**src/hw/rtl/tlse_pkg.sv**
```systemverilog
// ----------------------------------------------------------------------------
// tlse_pkg
// Shared types and constants of the thick line stroke expander.
// ----------------------------------------------------------------------------
`timescale 1ns / 1ps

package tlse_pkg;

  localparam logic [1:0] PEN_DOWN = 2'd2;
  localparam logic [1:0] PEN_UP   = 2'd3;

  localparam int unsigned NUM_STROKES = 12;
  localparam int unsigned SQRT_BITS  = 33;
  localparam int unsigned DIV_BITS   = 64;

  // Point selection codes for outline strokes.
  typedef enum logic [2:0] {
    SEL_PREV,
    SEL_CUR,
    SEL_CUR_PP,
    SEL_PREV_PP,
    SEL_PREV_MP,
    SEL_CUR_MP
  } point_sel_t;

  typedef struct packed {
    logic load;       // capture input item, load pass-through result
    logic diff;       // dx, dy and their magnitudes
    logic sq_x;       // square |dx|
    logic sq_y;       // square |dy|, form sum
    logic sqrt_init;
    logic sqrt_step;
    logic div_init_x; // start off*|dx| / mag
    logic div_init_y;
    logic div_step;
    logic div_done_x; // store signed quotient
    logic div_done_y;
    logic stroke;     // load an outline stroke into the output register
    point_sel_t sel;
    logic [1:0] pen;
    logic       last;
    logic       commit; // prev <= cur
  } dp_cmd_t;

  typedef struct packed {
    logic thicken;   // pen down, offset nonzero, nonzero segment
    logic pass_only; // incoming item gives only its pass-through result
  } dp_stat_t;

  function automatic logic [31:0] sat32(input logic signed [33:0] v);
    if (v > 34'sd2147483647) return 32'h7fffffff;
    if (v < -34'sd2147483648) return 32'h80000000;
    return v[31:0];
  endfunction

endpackage

```
**src/hw/rtl/tlse_ctrl.sv**
```systemverilog
// ----------------------------------------------------------------------------
// tlse_ctrl
// Sequencer: accepts an item, runs sqrt and divides for a thick segment, emits the strokes.
// ----------------------------------------------------------------------------
`timescale 1ns / 1ps

module tlse_ctrl
  import tlse_pkg::*;
(
  input  logic     clk,
  input  logic     rst,
  input  logic     in_valid,
  output logic     in_ready,
  output logic     out_valid,
  input  logic     out_ready,
  input  logic [1:0] pen_code,
  input  dp_stat_t stat,
  output dp_cmd_t  cmd
);

  typedef enum logic [3:0] {
    S_IDLE, S_DIFF, S_CHECK, S_SQX, S_SQY, S_SQRT, S_DIVX, S_DIVY,
    S_PASS, S_STROKE
  } state_t;

  state_t     state;
  logic [6:0] cnt;
  logic [3:0] idx;
  logic       busy_out;

  point_sel_t sel_tab;
  always_comb begin
    unique case (idx)
      4'd0:    sel_tab = SEL_PREV;
      4'd1:    sel_tab = SEL_CUR;
      4'd2:    sel_tab = SEL_CUR_PP;
      4'd3:    sel_tab = SEL_PREV_PP;
      4'd4:    sel_tab = SEL_PREV_MP;
      4'd5:    sel_tab = SEL_CUR_MP;
      4'd6:    sel_tab = SEL_PREV_MP;
      4'd7:    sel_tab = SEL_CUR_PP;
      4'd8:    sel_tab = SEL_PREV_PP;
      4'd9:    sel_tab = SEL_CUR;
      4'd10:   sel_tab = SEL_PREV;
      default: sel_tab = SEL_CUR;
    endcase
  end

  logic accept;
  logic out_free;
  assign in_ready  = (state == S_IDLE) && !busy_out;
  assign out_valid = busy_out;
  assign accept    = in_valid && in_ready;
  // output register empty or being emptied this cycle
  assign out_free  = !busy_out || out_ready;

  always_comb begin
    cmd = '0;
    cmd.sel = sel_tab;
    cmd.pen = (idx == 4'd0) ? PEN_UP : PEN_DOWN;
    unique case (state)
      S_IDLE: begin
        cmd.load = accept;
        cmd.last = stat.pass_only;
        cmd.commit = 1'b0;
      end
      S_DIFF:  cmd.diff = 1'b1;
      S_SQX:   cmd.sq_x = 1'b1;
      S_SQY: begin
        cmd.sq_y = 1'b1;
        cmd.sqrt_init = 1'b1;
      end
      S_SQRT: cmd.sqrt_step = 1'b1;
      S_DIVX: begin
        cmd.div_init_x = (cnt == 7'd0);
        cmd.div_step   = (cnt != 7'd0) && (cnt <= 7'(DIV_BITS));
        cmd.div_done_x = (cnt == 7'(DIV_BITS + 1));
      end
      S_DIVY: begin
        cmd.div_init_y = (cnt == 7'd0);
        cmd.div_step   = (cnt != 7'd0) && (cnt <= 7'(DIV_BITS));
        cmd.div_done_y = (cnt == 7'(DIV_BITS + 1));
      end
      S_STROKE: begin
        cmd.stroke = out_free;
        cmd.last = (idx == 4'(NUM_STROKES - 1));
        cmd.commit = out_free && (idx == 4'(NUM_STROKES - 1));
      end
      S_CHECK: cmd.commit = !stat.thicken;
      S_PASS:  cmd.commit = 1'b1;
      default: cmd = '0;
    endcase
  end

  always_ff @(posedge clk) begin
    if (rst) begin
      state <= S_IDLE;
      cnt <= '0;
      idx <= '0;
      busy_out <= 1'b0;
    end else begin
      if (out_valid && out_ready) busy_out <= 1'b0;
      unique case (state)
        S_IDLE: begin
          if (accept) begin
            busy_out <= 1'b1;
            state <= (pen_code == PEN_DOWN) ? S_DIFF : S_PASS;
          end
        end
        S_PASS: state <= S_IDLE;
        S_DIFF: state <= S_CHECK;
        S_CHECK: state <= stat.thicken ? S_SQX : S_IDLE;
        S_SQX: state <= S_SQY;
        S_SQY: begin
          state <= S_SQRT;
          cnt <= '0;
        end
        S_SQRT: begin
          cnt <= cnt + 7'd1;
          if (cnt == 7'(SQRT_BITS - 1)) begin
            cnt <= '0;
            state <= S_DIVX;
          end
        end
        S_DIVX: begin
          cnt <= cnt + 7'd1;
          if (cnt == 7'(DIV_BITS + 1)) begin
            cnt <= '0;
            state <= S_DIVY;
          end
        end
        S_DIVY: begin
          cnt <= cnt + 7'd1;
          if (cnt == 7'(DIV_BITS + 1)) begin
            cnt <= '0;
            idx <= '0;
            state <= S_STROKE;
          end
        end
        S_STROKE: begin
          if (out_free) begin
            busy_out <= 1'b1;
            idx <= idx + 4'd1;
            if (idx == 4'(NUM_STROKES - 1)) state <= S_IDLE;
          end
        end
        default: state <= S_IDLE;
      endcase
    end
  end

endmodule

```
**config.mk**
```make
export PLATFORM = sky130hd
export DESIGN_NAME = tlse_ctrl
export DESIGN_NICKNAME = d
export VERILOG_FILES = /design/src/hw/rtl/tlse_pkg.sv /design/src/hw/rtl/tlse_ctrl.sv
export SDC_FILE = /design/constraint.sdc
export NUM_CORES = 1
export LEC_CHECK = 0
export BUFFER_PORTS_ARGS = -buffer_cell sky130_fd_sc_hd__buf_4
export CAP_MARGIN = 25
export CORE_MARGIN = 2
export CORE_UTILIZATION = 57
export DETAILED_ROUTE_END_ITERATION = 12
export MAX_ROUTING_LAYER = met4
export PLACE_DENSITY = 0.83
export SLEW_MARGIN = 20
export SYNTH_ARGS = -nofsm -noshare
export SYNTH_HDL_FRONTEND = slang
export SYNTH_SLANG_ARGS = --single-unit
```
**constraint.sdc**
```tcl
create_clock -name clk -period 3.7 [get_ports clk]
set_input_delay 0 -clock clk [delete_from_list [all_inputs] [get_ports clk]]
set_output_delay 0 -clock clk [all_outputs]
set_load 0.02 [all_outputs]
```
## Yosys cells after proc, flatten, opt, wreduce, memory -nomap -nowiden

Memory sizes are Yosys's and may differ from the RTL's. A register that Yosys moved wholly into a read port is not among the register bits.
Index checks and enable logic that the tools add are counted.

- Bits in registers: 16
- ROM bits: 48
- Input bits: 8
- Memories kept: 1

Memories:

| memory | words | width | read ports | clocked after Yosys merged registers in | write ports | line | source |
|---|---|---|---|---|---|---|---|
| (name not given) | 16 | 3 | 1 | 1 | 0 | tlse_ctrl.sv:33 | `unique case (idx)` |

- Add/sub/neg operators: 2
- Magnitude comparators: 1
- Equal/unequal tests: 19
- Multiplexer cells: 36
- Reduce and logical (&&, ||, !) cells: 18

Operator list:

| kind | number |
|---|---|
| two-way mux 4 bit | 11 |
| one-hot mux 4 bit (9 select lines) | 1 |
| one-hot mux 7 bit (3 select lines) | 1 |
| == test 4 x 3 -> 1 bit (second input constant) | 4 |
| two-way mux 1 bit | 14 |
| two-way mux 7 bit | 2 |
| == test 4 bit (second input constant) | 3 |
| inequality test 2 bit (second input constant) | 6 |
| OR reduction 10 bit | 1 |
| == test 4 x 2 -> 1 bit (second input constant) | 2 |
| logical NOT 4 bit | 2 |
| one-hot mux 4 bit (2 select lines) | 1 |
| adder 7 x 1 -> 7 bit (second input constant) | 1 |
| == test 7 x 6 -> 1 bit (second input constant) | 1 |
| == test 7 bit (second input constant) | 1 |
| <= comparator 7 bit (second input constant) | 1 |
| logical NOT 7 bit | 1 |
| nonzero test 7 bit | 1 |
| AND reduction 6 bit | 1 |
| logical AND 1 bit | 5 |
| two-way mux 5 bit | 1 |
| adder 4 x 1 -> 4 bit (second input constant) | 1 |
| == test 4 x 1 -> 1 bit (second input constant) | 1 |
| two-way mux 2 bit | 2 |
| other kinds (9) | 11 |

## Depth between registers and ports, before layout

Gate-level depths: netlist (run 1).

- Depth in word-level cells: 6
- Gate-level depth with buffers: 7

## Worst setup path before layout (run 1)

Ideal clock, no wire load.

- Path kind: register -> register
- From: register cnt[0]
- To: register cnt[6]
- Library setup time: 0.074 ns
- Data arrival time: 1.703 ns
- Data required time: 3.626 ns
- Slack: 1.923 ns
- Stages on the path, launching flop included: 7
- Path buffers: 0
- Cells stage by stage: dfxtp_1 inv_1 ha_1 a41o_1 a21o_1 or4_1 a31oi_1

- Word-level cells in the longest chain between the ends: 3
- Elaborated cells between the ends (all ways): 6

Ends and longest elaborated chain:

| item | line | source |
|---|---|---|
| start: declaration | tlse_ctrl.sv:27 | `logic [6:0] cnt;` |
| start signal: assignment | tlse_ctrl.sv:119 | `cnt <= cnt + 7'd1;` |
| start signal: assignment | tlse_ctrl.sv:126 | `cnt <= cnt + 7'd1;` |
| start signal: assignment | tlse_ctrl.sv:133 | `cnt <= cnt + 7'd1;` |
| adder 7 x 1 -> 7 bit, or another cell as far along | tlse_ctrl.sv:119, tlse_ctrl.sv:126, tlse_ctrl.sv:133 |  |
| two-way mux 7 bit (on tied branches) | tlse_ctrl.sv:127, tlse_ctrl.sv:134, tlse_ctrl.sv:120 |  |
| one-hot mux 7 bit (3 select lines) * | tlse_ctrl.sv:103 | `unique case (state)` |

Every way passes the cells marked *; elsewhere a longest branch is shown, timed or not.
A chain may end at the register's enable or synchronous reset.

## Final worst setup path (run 1)

- From: register state[0]
- To: register, netlist name sel_tab[1]

- Word-level cells in the longest chain between the ends: 5
- Elaborated cells between the ends (all ways): 9

Ends and longest elaborated chain:

| item | line | source |
|---|---|---|
| start: declaration | tlse_ctrl.sv:26 | `state_t state;` |
| start signal: assignment | tlse_ctrl.sv:107 | `state <= (pen_code == PEN_DOWN) ? S_DIFF : S_PASS;` |
| start signal: assignment | tlse_ctrl.sv:112 | `S_CHECK: state <= stat.thicken ? S_SQX : S_IDLE;` |
| == test 4 x 3 -> 1 bit / == test 4 bit (equally long branches) | tlse_ctrl.sv:103 |  |
| inequality test 2 bit (no line) / nonzero test 2 bit (equally long branches) | n/a |  |
| AND reduction 3 bit (no line) | n/a |  |
| two-way mux 4 bit (no line) * (2 in series) | n/a |  |

Marks and branches as above.

==> impl_metrics.env, run 1 <==
export IMPL_run_status="complete, no violations"
export IMPL_antenna_diode_count=0
export IMPL_io_pins=29
export IMPL_cap_violations=0
export IMPL_critPathKind="flip-flop to flip-flop"
export IMPL_design_core_area_mm2=0.00217
export IMPL_combPwrFrac=0.275
export IMPL_worstSetupEndpointType="flip-flop"
export IMPL_gr_total_overflow=0
export IMPL_cts_setup_buffers=0
export IMPL_yosysMostFrequentCell="dfxtp_1"
export IMPL_layout_nets=205
export IMPL_switching_share=0.341
export IMPL_clock_sinks=19
export IMPL_synth_largest_area_cell="dfxtp_1"
export IMPL_dieArea_mm2=0.00266
export IMPL_cts_tree="yes"
export IMPL_cts_resized=0
export IMPL_seqPwrFrac=0.495
export IMPL_drt_initial_drc_count=48
export IMPL_clockBufferDepth=2
export IMPL_netlist_top_cells_area="dfxtp_1 30%, ha_1 4.9%, nand2_1 4.4%, nor2_1 4.4%, a21oi_1 4.3%"
export IMPL_layout_min_cycle_time_ns=2.10
export IMPL_cts_root_buf="clkbuf_4"
export IMPL_yosysWarningCount=0
export IMPL_finalHoldViolCount=0
export IMPL_placed_cells=215
export IMPL_ctsHoldBuffers=0
export IMPL_p_clk_frac=0.230
export IMPL_syn_to_final_growth_pct=18.3
export IMPL_power_internal_w=0.000308
export IMPL_synth_async_sr_flop_share=0
export IMPL_ys_top_cells_by_count="19 x dfxtp_1, 15 x nand2_1, 15 x nor2_1"
export IMPL_synth_edf_count=0
export IMPL_p_per_area_mw_per_mm2=307
export IMPL_clk_pin_slew_ns=0.12
export IMPL_viasPerCell=5.91
export IMPL_path_max_fanout=14
export IMPL_cp_slowest_stage_delay_ns=0.60
export IMPL_hpwl_mm=2.35
export IMPL_vias=1294
export IMPL_slowest_stage="dfxtp_1"
export IMPL_row_count=17
export IMPL_routed_wl_mm=3.09
export IMPL_instances_no_fill=219
export IMPL_synth_main_ff_cell="dfxtp_1"
export IMPL_setup_ws_ns=1.60
export IMPL_finClkSkew_ns=0.00922
export IMPL_fmax_mhz=476
export IMPL_synth_fp_nets=180
export IMPL_cts_buffers=3
export IMPL_ys_seq_area_frac=0.295
export IMPL_slew_headroom=0.651
export IMPL_die_w_um=51.6
export IMPL_fin_crit_sh=0.568
export IMPL_grt_pass1_vias=1167
export IMPL_ant_nets=0
export IMPL_leakage_nw=0.605
export IMPL_gp_congestion=0.890
export IMPL_drt_pass1_iter_count=5
export IMPL_netlist_area_mm2=0.00129
export IMPL_start_util=0.594
export IMPL_grt_usage=0.255
export IMPL_vdd_ir_drop_max_uv=196
export IMPL_route_detailed_drc=0
export IMPL_setup_viol=0
export IMPL_post_drt_wl_per_cell_um=14.1
export IMPL_drive_above_1_share=0.220
export IMPL_hp_class="input port to flip-flop"
export IMPL_h_tree_depth=1
export IMPL_required_ns=3.90
export IMPL_grt_max_degree=19
export IMPL_die_h_um=51.6
export IMPL_slew_violations=0
export IMPL_ys_types=48
export IMPL_ys_ff_latch=19
export IMPL_yosysTopAreaCellShare=0.295
export IMPL_p_sw_w=0.000160
export IMPL_avgSynthCellArea_um2=7.72
export IMPL_portBuffers=28
export IMPL_crit_chain="nand4bb_1, or4_4, a211oi_4, nand4b_1, o41ai_1"
export IMPL_path_buf_inv=0
export IMPL_arrival_ns=2.30
export IMPL_critPathTopFamily="simple AND/OR/NAND/NOR gates"
export IMPL_cp_start_kind="flip-flop"
export IMPL_fin_tns_setup_ns=0
export IMPL_syn_inst=167
export IMPL_insertion_delay_ns=0.30
export IMPL_antenna_found_initial=0
export IMPL_grt_pass1_wl_mm=5.12
export IMPL_worst_pin_slew_ns=0.518
export IMPL_pre_cts_slack_ns=1.63
export IMPL_grt_setup_unrepaired="no"
cells by family (layout without fill, tap and decap cells):
| family | after synthesis | in the layout | share of synthesized area |
|---|---|---|---|
| buf+inv | 19 | 43 | 0.0602 |
| simple gates | 81 | 81 | 0.356 |
| flops | 19 | 19 | 0.295 |
| mux | 1 | 1 | 0.00777 |
| fa+ha+maj | 5 | 5 | 0.0485 |
| compound gates | 41 | 41 | 0.225 |
| xor+xnor | 1 | 1 | 0.00680 |
area by class of cell:
| cell class | count | area (µm²) |
|---|---|---|
| Tap cell | 28 | 35.0 |
| Inverter | 11 | 41.3 |
| Clock inverter | 1 | 5.00 |
| Sequential cell | 19 | 380 |
| Multi-Input combinational cell | 129 | 831 |
| Clock buffer | 3 | 22.5 |
| Timing Repair Buffer | 28 | 210 |
| Fill cell | 203 | 644 |
power by group through the flow:
| stage | clock network (W) | logic, W | registers [W] |
|---|---|---|---|
| after global routing | 0.000118 | 0.000140 | 0.000234 |
| after global placement | 0 | 0.000127 | 0.000235 |
| after floorplan | 0 | 0.0000912 | 0.000226 |
| after detailed placement | 0 | 0.000128 | 0.000236 |
| after CTS | 0.000109 | 0.000129 | 0.000231 |
| final | 0.000108 | 0.000129 | 0.000232 |
metal layers:
metal,track usage,vias up,wire [µm]
met5,-,-,0
met4,0.0658,0,26
met3,0.0460,4,178
met2,0.382,41,1380
met1,0.356,593,1500
li1,-,656,-
path summary, 6_finish.rpt:
check        slack, ns  cells after the start  startpoint         end
min               0.02                      2         rst      cnt[5]
min reg2reg       0.50                      2      cnt[1]      cnt[1]
max               1.60                      5    state[0]  sel_tab[1]
max reg2reg       1.60                      5    state[0]  sel_tab[1]
cell usage in the layout (no fill, tap or decap), drive strengths merged, types with 3 or more instances in the layout:
master,Yosys,layout
nand3b,4,4
nand2,15,15
nand3,9,9
ha,5,5
a21oi,11,11
dfxtp,19,19
nor2,15,15
and2,5,5
buf,3,28
nor4,3,3
nor2b,4,4
nand2b,3,3
a31oi,3,3
inv,11,11
nor3,7,7
or4,3,3
o21ai,11,11
clkbuf,5,3
metrics by stage:
step           power, W   util  hold slack, ns  area, µm²
2_1_floorplan  0.000317      -           0.191       1290
3_3_place_gp   0.000362  0.690           0.332       1500
3_5_place_dp   0.000364  0.690           0.336       1500
4_1_cts        0.000470  0.703          0.0172       1530
5_1_grt        0.000492  0.703          0.0252       1530
6_report       0.000468  0.703          0.0192       1530
flip-flops by register name, indices dropped and copies added, names as in the netlist:
signal / count
idx: 4
state: 4
out_valid: 1
sel_tab: 3
cnt: 7
Note: power is estimated with default switching activity, not from simulation.
==> inputs of run 2 (changes only) <==
--- a/config.mk
+++ b/config.mk
@@ -5,13 +5,14 @@
 export SDC_FILE = /design/constraint.sdc
 export NUM_CORES = 1
 export LEC_CHECK = 0
+export ABC_AREA = 1
 export BUFFER_PORTS_ARGS = -buffer_cell sky130_fd_sc_hd__buf_4
 export CAP_MARGIN = 25
 export CORE_MARGIN = 2
-export CORE_UTILIZATION = 57
+export CORE_UTILIZATION = 48
 export DETAILED_ROUTE_END_ITERATION = 12
 export MAX_ROUTING_LAYER = met4
-export PLACE_DENSITY = 0.83
+export PLACE_DENSITY = 0.74
 export SLEW_MARGIN = 20
 export SYNTH_ARGS = -nofsm -noshare
 export SYNTH_HDL_FRONTEND = slang
==> constraint.sdc (replaced) <==
create_clock -name clk -period 1.9 [get_ports clk]
set_input_delay 0 -clock clk [delete_from_list [all_inputs] [get_ports clk]]
set_output_delay 0 -clock clk [all_outputs]
set_load 0.02 [all_outputs]
==> impl_metrics.env, run 2 <==
export IMPL_path_max_fanout=4
export IMPL_die_w_um=57.1
export IMPL_design_core_area_mm2=0.00271
export IMPL_synth_async_sr_flop_share=0
export IMPL_cts_setup_buffers=0
export IMPL_post_drt_wl_per_cell_um=11.2
export IMPL_ant_nets=0
export IMPL_required_ns=2.15
export IMPL_grt_usage=0.205
export IMPL_final_common_cell="inv_1"
export IMPL_wl_met3_um=161
export IMPL_mostFrequentLayoutCells="39 x inv_1, 37 x nand2_1, 28 x buf_4, 25 x nor2_1, 22 x nand3_1"
export IMPL_avgSynthCellArea_um2=6.30
export IMPL_synth_xor_area_frac=0
export IMPL_finClkSkew_ns=0.00450
export IMPL_row_count=19
export IMPL_largestRegisters="cnt x7, idx x4, state x4"
export IMPL_viasPerCell=5.07
export IMPL_antenna_diode_count=0
export IMPL_worst_pin_slew_ns=0.608
export IMPL_p_per_area_mw_per_mm2=515
export IMPL_post_dp_cell_area_mm2=0.00158
export IMPL_slew_violations=0
export IMPL_cts_buffers=3
export IMPL_cts_root_buf="clkbuf_4"
export IMPL_fmax_mhz=568
export IMPL_run_status="complete, no violations"
export IMPL_fin_area_mm2=0.00165
export IMPL_vdd_ir_drop_max_uv=462
export IMPL_ys_seq_area_frac=0.281
export IMPL_insertion_delay_ns=0.30
export IMPL_hp_class="input port to flip-flop"
export IMPL_grt_max_degree=12
export IMPL_start_util=0.500
export IMPL_hpwl_mm=2.36
export IMPL_synth_top_family_by_area="simple AND/OR/NAND/NOR gates"
export IMPL_dieArea_mm2=0.00326
export IMPL_setup_ws_ns=0.141
export IMPL_cts_tree="yes"
export IMPL_route_detailed_drc=0
export IMPL_yosysWarningCount=0
export IMPL_synth_main_ff_cell="dfxtp_1"
export IMPL_ys_top_cells_by_count="39 x inv_1, 38 x nand2_1, 28 x nor2_1"
export IMPL_antenna_found_initial=0
export IMPL_muxShareOfSynthArea=0
export IMPL_total_power_w=0.000849
export IMPL_layout_min_cycle_time_ns=1.76
export IMPL_gr_total_overflow=0
export IMPL_routed_wl_mm=3.10
export IMPL_critPathKind="flip-flop to flip-flop"
export IMPL_ys_types=27
export IMPL_arrival_ns=2.01
export IMPL_syn_to_final_growth_pct=21.6
export IMPL_slew_headroom=0.595
export IMPL_netlist_top_cells_area="dfxtp_1 28%, inv_1 11%, nand2_1 11%, nand3_1 8.1%, nor2_1 7.8%"
export IMPL_portBuffers=28
export IMPL_cap_violations=0
export IMPL_syn_inst=215
export IMPL_wl_met2_mm=1.42
export IMPL_yosysMostFrequentCell="inv_1"
export IMPL_io_pins=29
export IMPL_synth_simple_area_share=0.388
export IMPL_clock_sinks=19
export IMPL_ys_ff_latch=19
export IMPL_grt_pass1_wl_mm=5.22
export IMPL_topRoutingLayerUsed="met4"
export IMPL_synth_adder_area_share=0.0462
export IMPL_leakage_nw=0.853
export IMPL_fin_crit_sh=0.926
export IMPL_clk_pin_slew_ns=0.12
export IMPL_die_h_um=57.1
export IMPL_synth_compound_area_frac=0.133
export IMPL_synth_largest_area_cell="dfxtp_1"
export IMPL_yosysTopAreaCellShare=0.281
export IMPL_vias=1410
export IMPL_pre_cts_slack_ns=0.207
export IMPL_drt_initial_drc_count=62
export IMPL_h_tree_depth=1
export IMPL_setup_viol=0
export IMPL_hold_slack_ns=0.105
export IMPL_finalHoldViolCount=0
export IMPL_drive_above_1_share=0.275
export IMPL_regMostFlops="cnt"
export IMPL_clockBufferDepth=2
export IMPL_worstSetupEndpointType="flip-flop"
export IMPL_netlist_area_mm2=0.00136
export IMPL_rrSetupSlack_ns=0.14
export IMPL_synth_fp_nets=228
export IMPL_drt_pass1_iter_count=5
export IMPL_grt_pass1_vias=1251
export IMPL_gp_congestion=0.870
export IMPL_wl_met1_mm=1.46
export IMPL_synth_edf_count=0
export IMPL_largest_reg_flops=7
export IMPL_layout_nets=261
export IMPL_cp_start_kind="flip-flop"
-- run 2: what timing repair did --
action | CTS | global route
hold buffers | 2 | 0
endpoints found under the setup margin | 0 | 3
endpoints found under the hold margin | 6 | 0
resized for setup | 0 | 7
-- run 2: final timing paths --
| check | from | to | depth (start not counted) |
|---|---|---|---|
| max reg2reg | state[3] | out_valid | 8 |
| max | state[3] | out_valid | 8 |
| min reg2reg | cnt[5] | cnt[5] | 2 |
| min | pen_code[0] | state[0] | 6 |
-- run 2: metal layers --
| metal | GRT usage | vias to the layer above |
|---|---|---|
| li1 | - | 736 |
| met1 | 0.264 | 620 |
| met2 | 0.333 | 46 |
| met3 | 0.0272 | 8 |
| met4 | 0.0664 | 0 |
| met5 | - | - |
-- run 2: cell type report --
| class | count | area (µm²) |
|---|---|---|
| Fill cell | 298 | 1060 |
| Multi-Input combinational cell | 146 | 783 |
| Sequential cell | 19 | 383 |
| Timing Repair Buffer | 30 | 230 |
| Inverter | 48 | 185 |
| Tap cell | 31 | 38.8 |
| Clock buffer | 3 | 22.5 |
| Clock inverter | 1 | 5.00 |
-- run 2: power breakdown --
group	total, W	internal, W	switching (W)	leakage, nW
Combinational	0.000211	0.0000834	0.000127	0.681
Clock	0.000216	0.0000784	0.000138	0.0177
Sequential	0.000422	0.000410	0.0000118	0.155
Total	0.000849	0.000572	0.000277	0.853
-- run 2: cell families (layout without fill, tap and decap cells) --
| family | count (synthesis) | after routing |
|---|---|---|
| compound gates | 31 | 31 |
| fa+ha+maj | 5 | 5 |
| buf+inv | 50 | 82 |
| flops | 19 | 19 |
| simple gates | 110 | 110 |
-- run 2: stage by stage --
step | util | instances | TNS [ns]
finish | 0.608 | 278 | 0
CTS | 0.602 | 278 | 0
global route | 0.608 | 278 | -0.00612
detailed placement | 0.584 | 272 | 0
floorplan | - | 215 | 0
global placement | 0.584 | 272 | 0
-- run 2: worst max-delay path, stage by stage, from the launching register on --
cell,delay [ns]
dfxtp_1,0.35
nor2_2,0.15
inv_1,0.11
nor2_4,0.12
inv_1,0.06
nor2_1,0.12
nand2_1,0.09
a31oi_1,0.14
dlygate4sd3_1,0.57
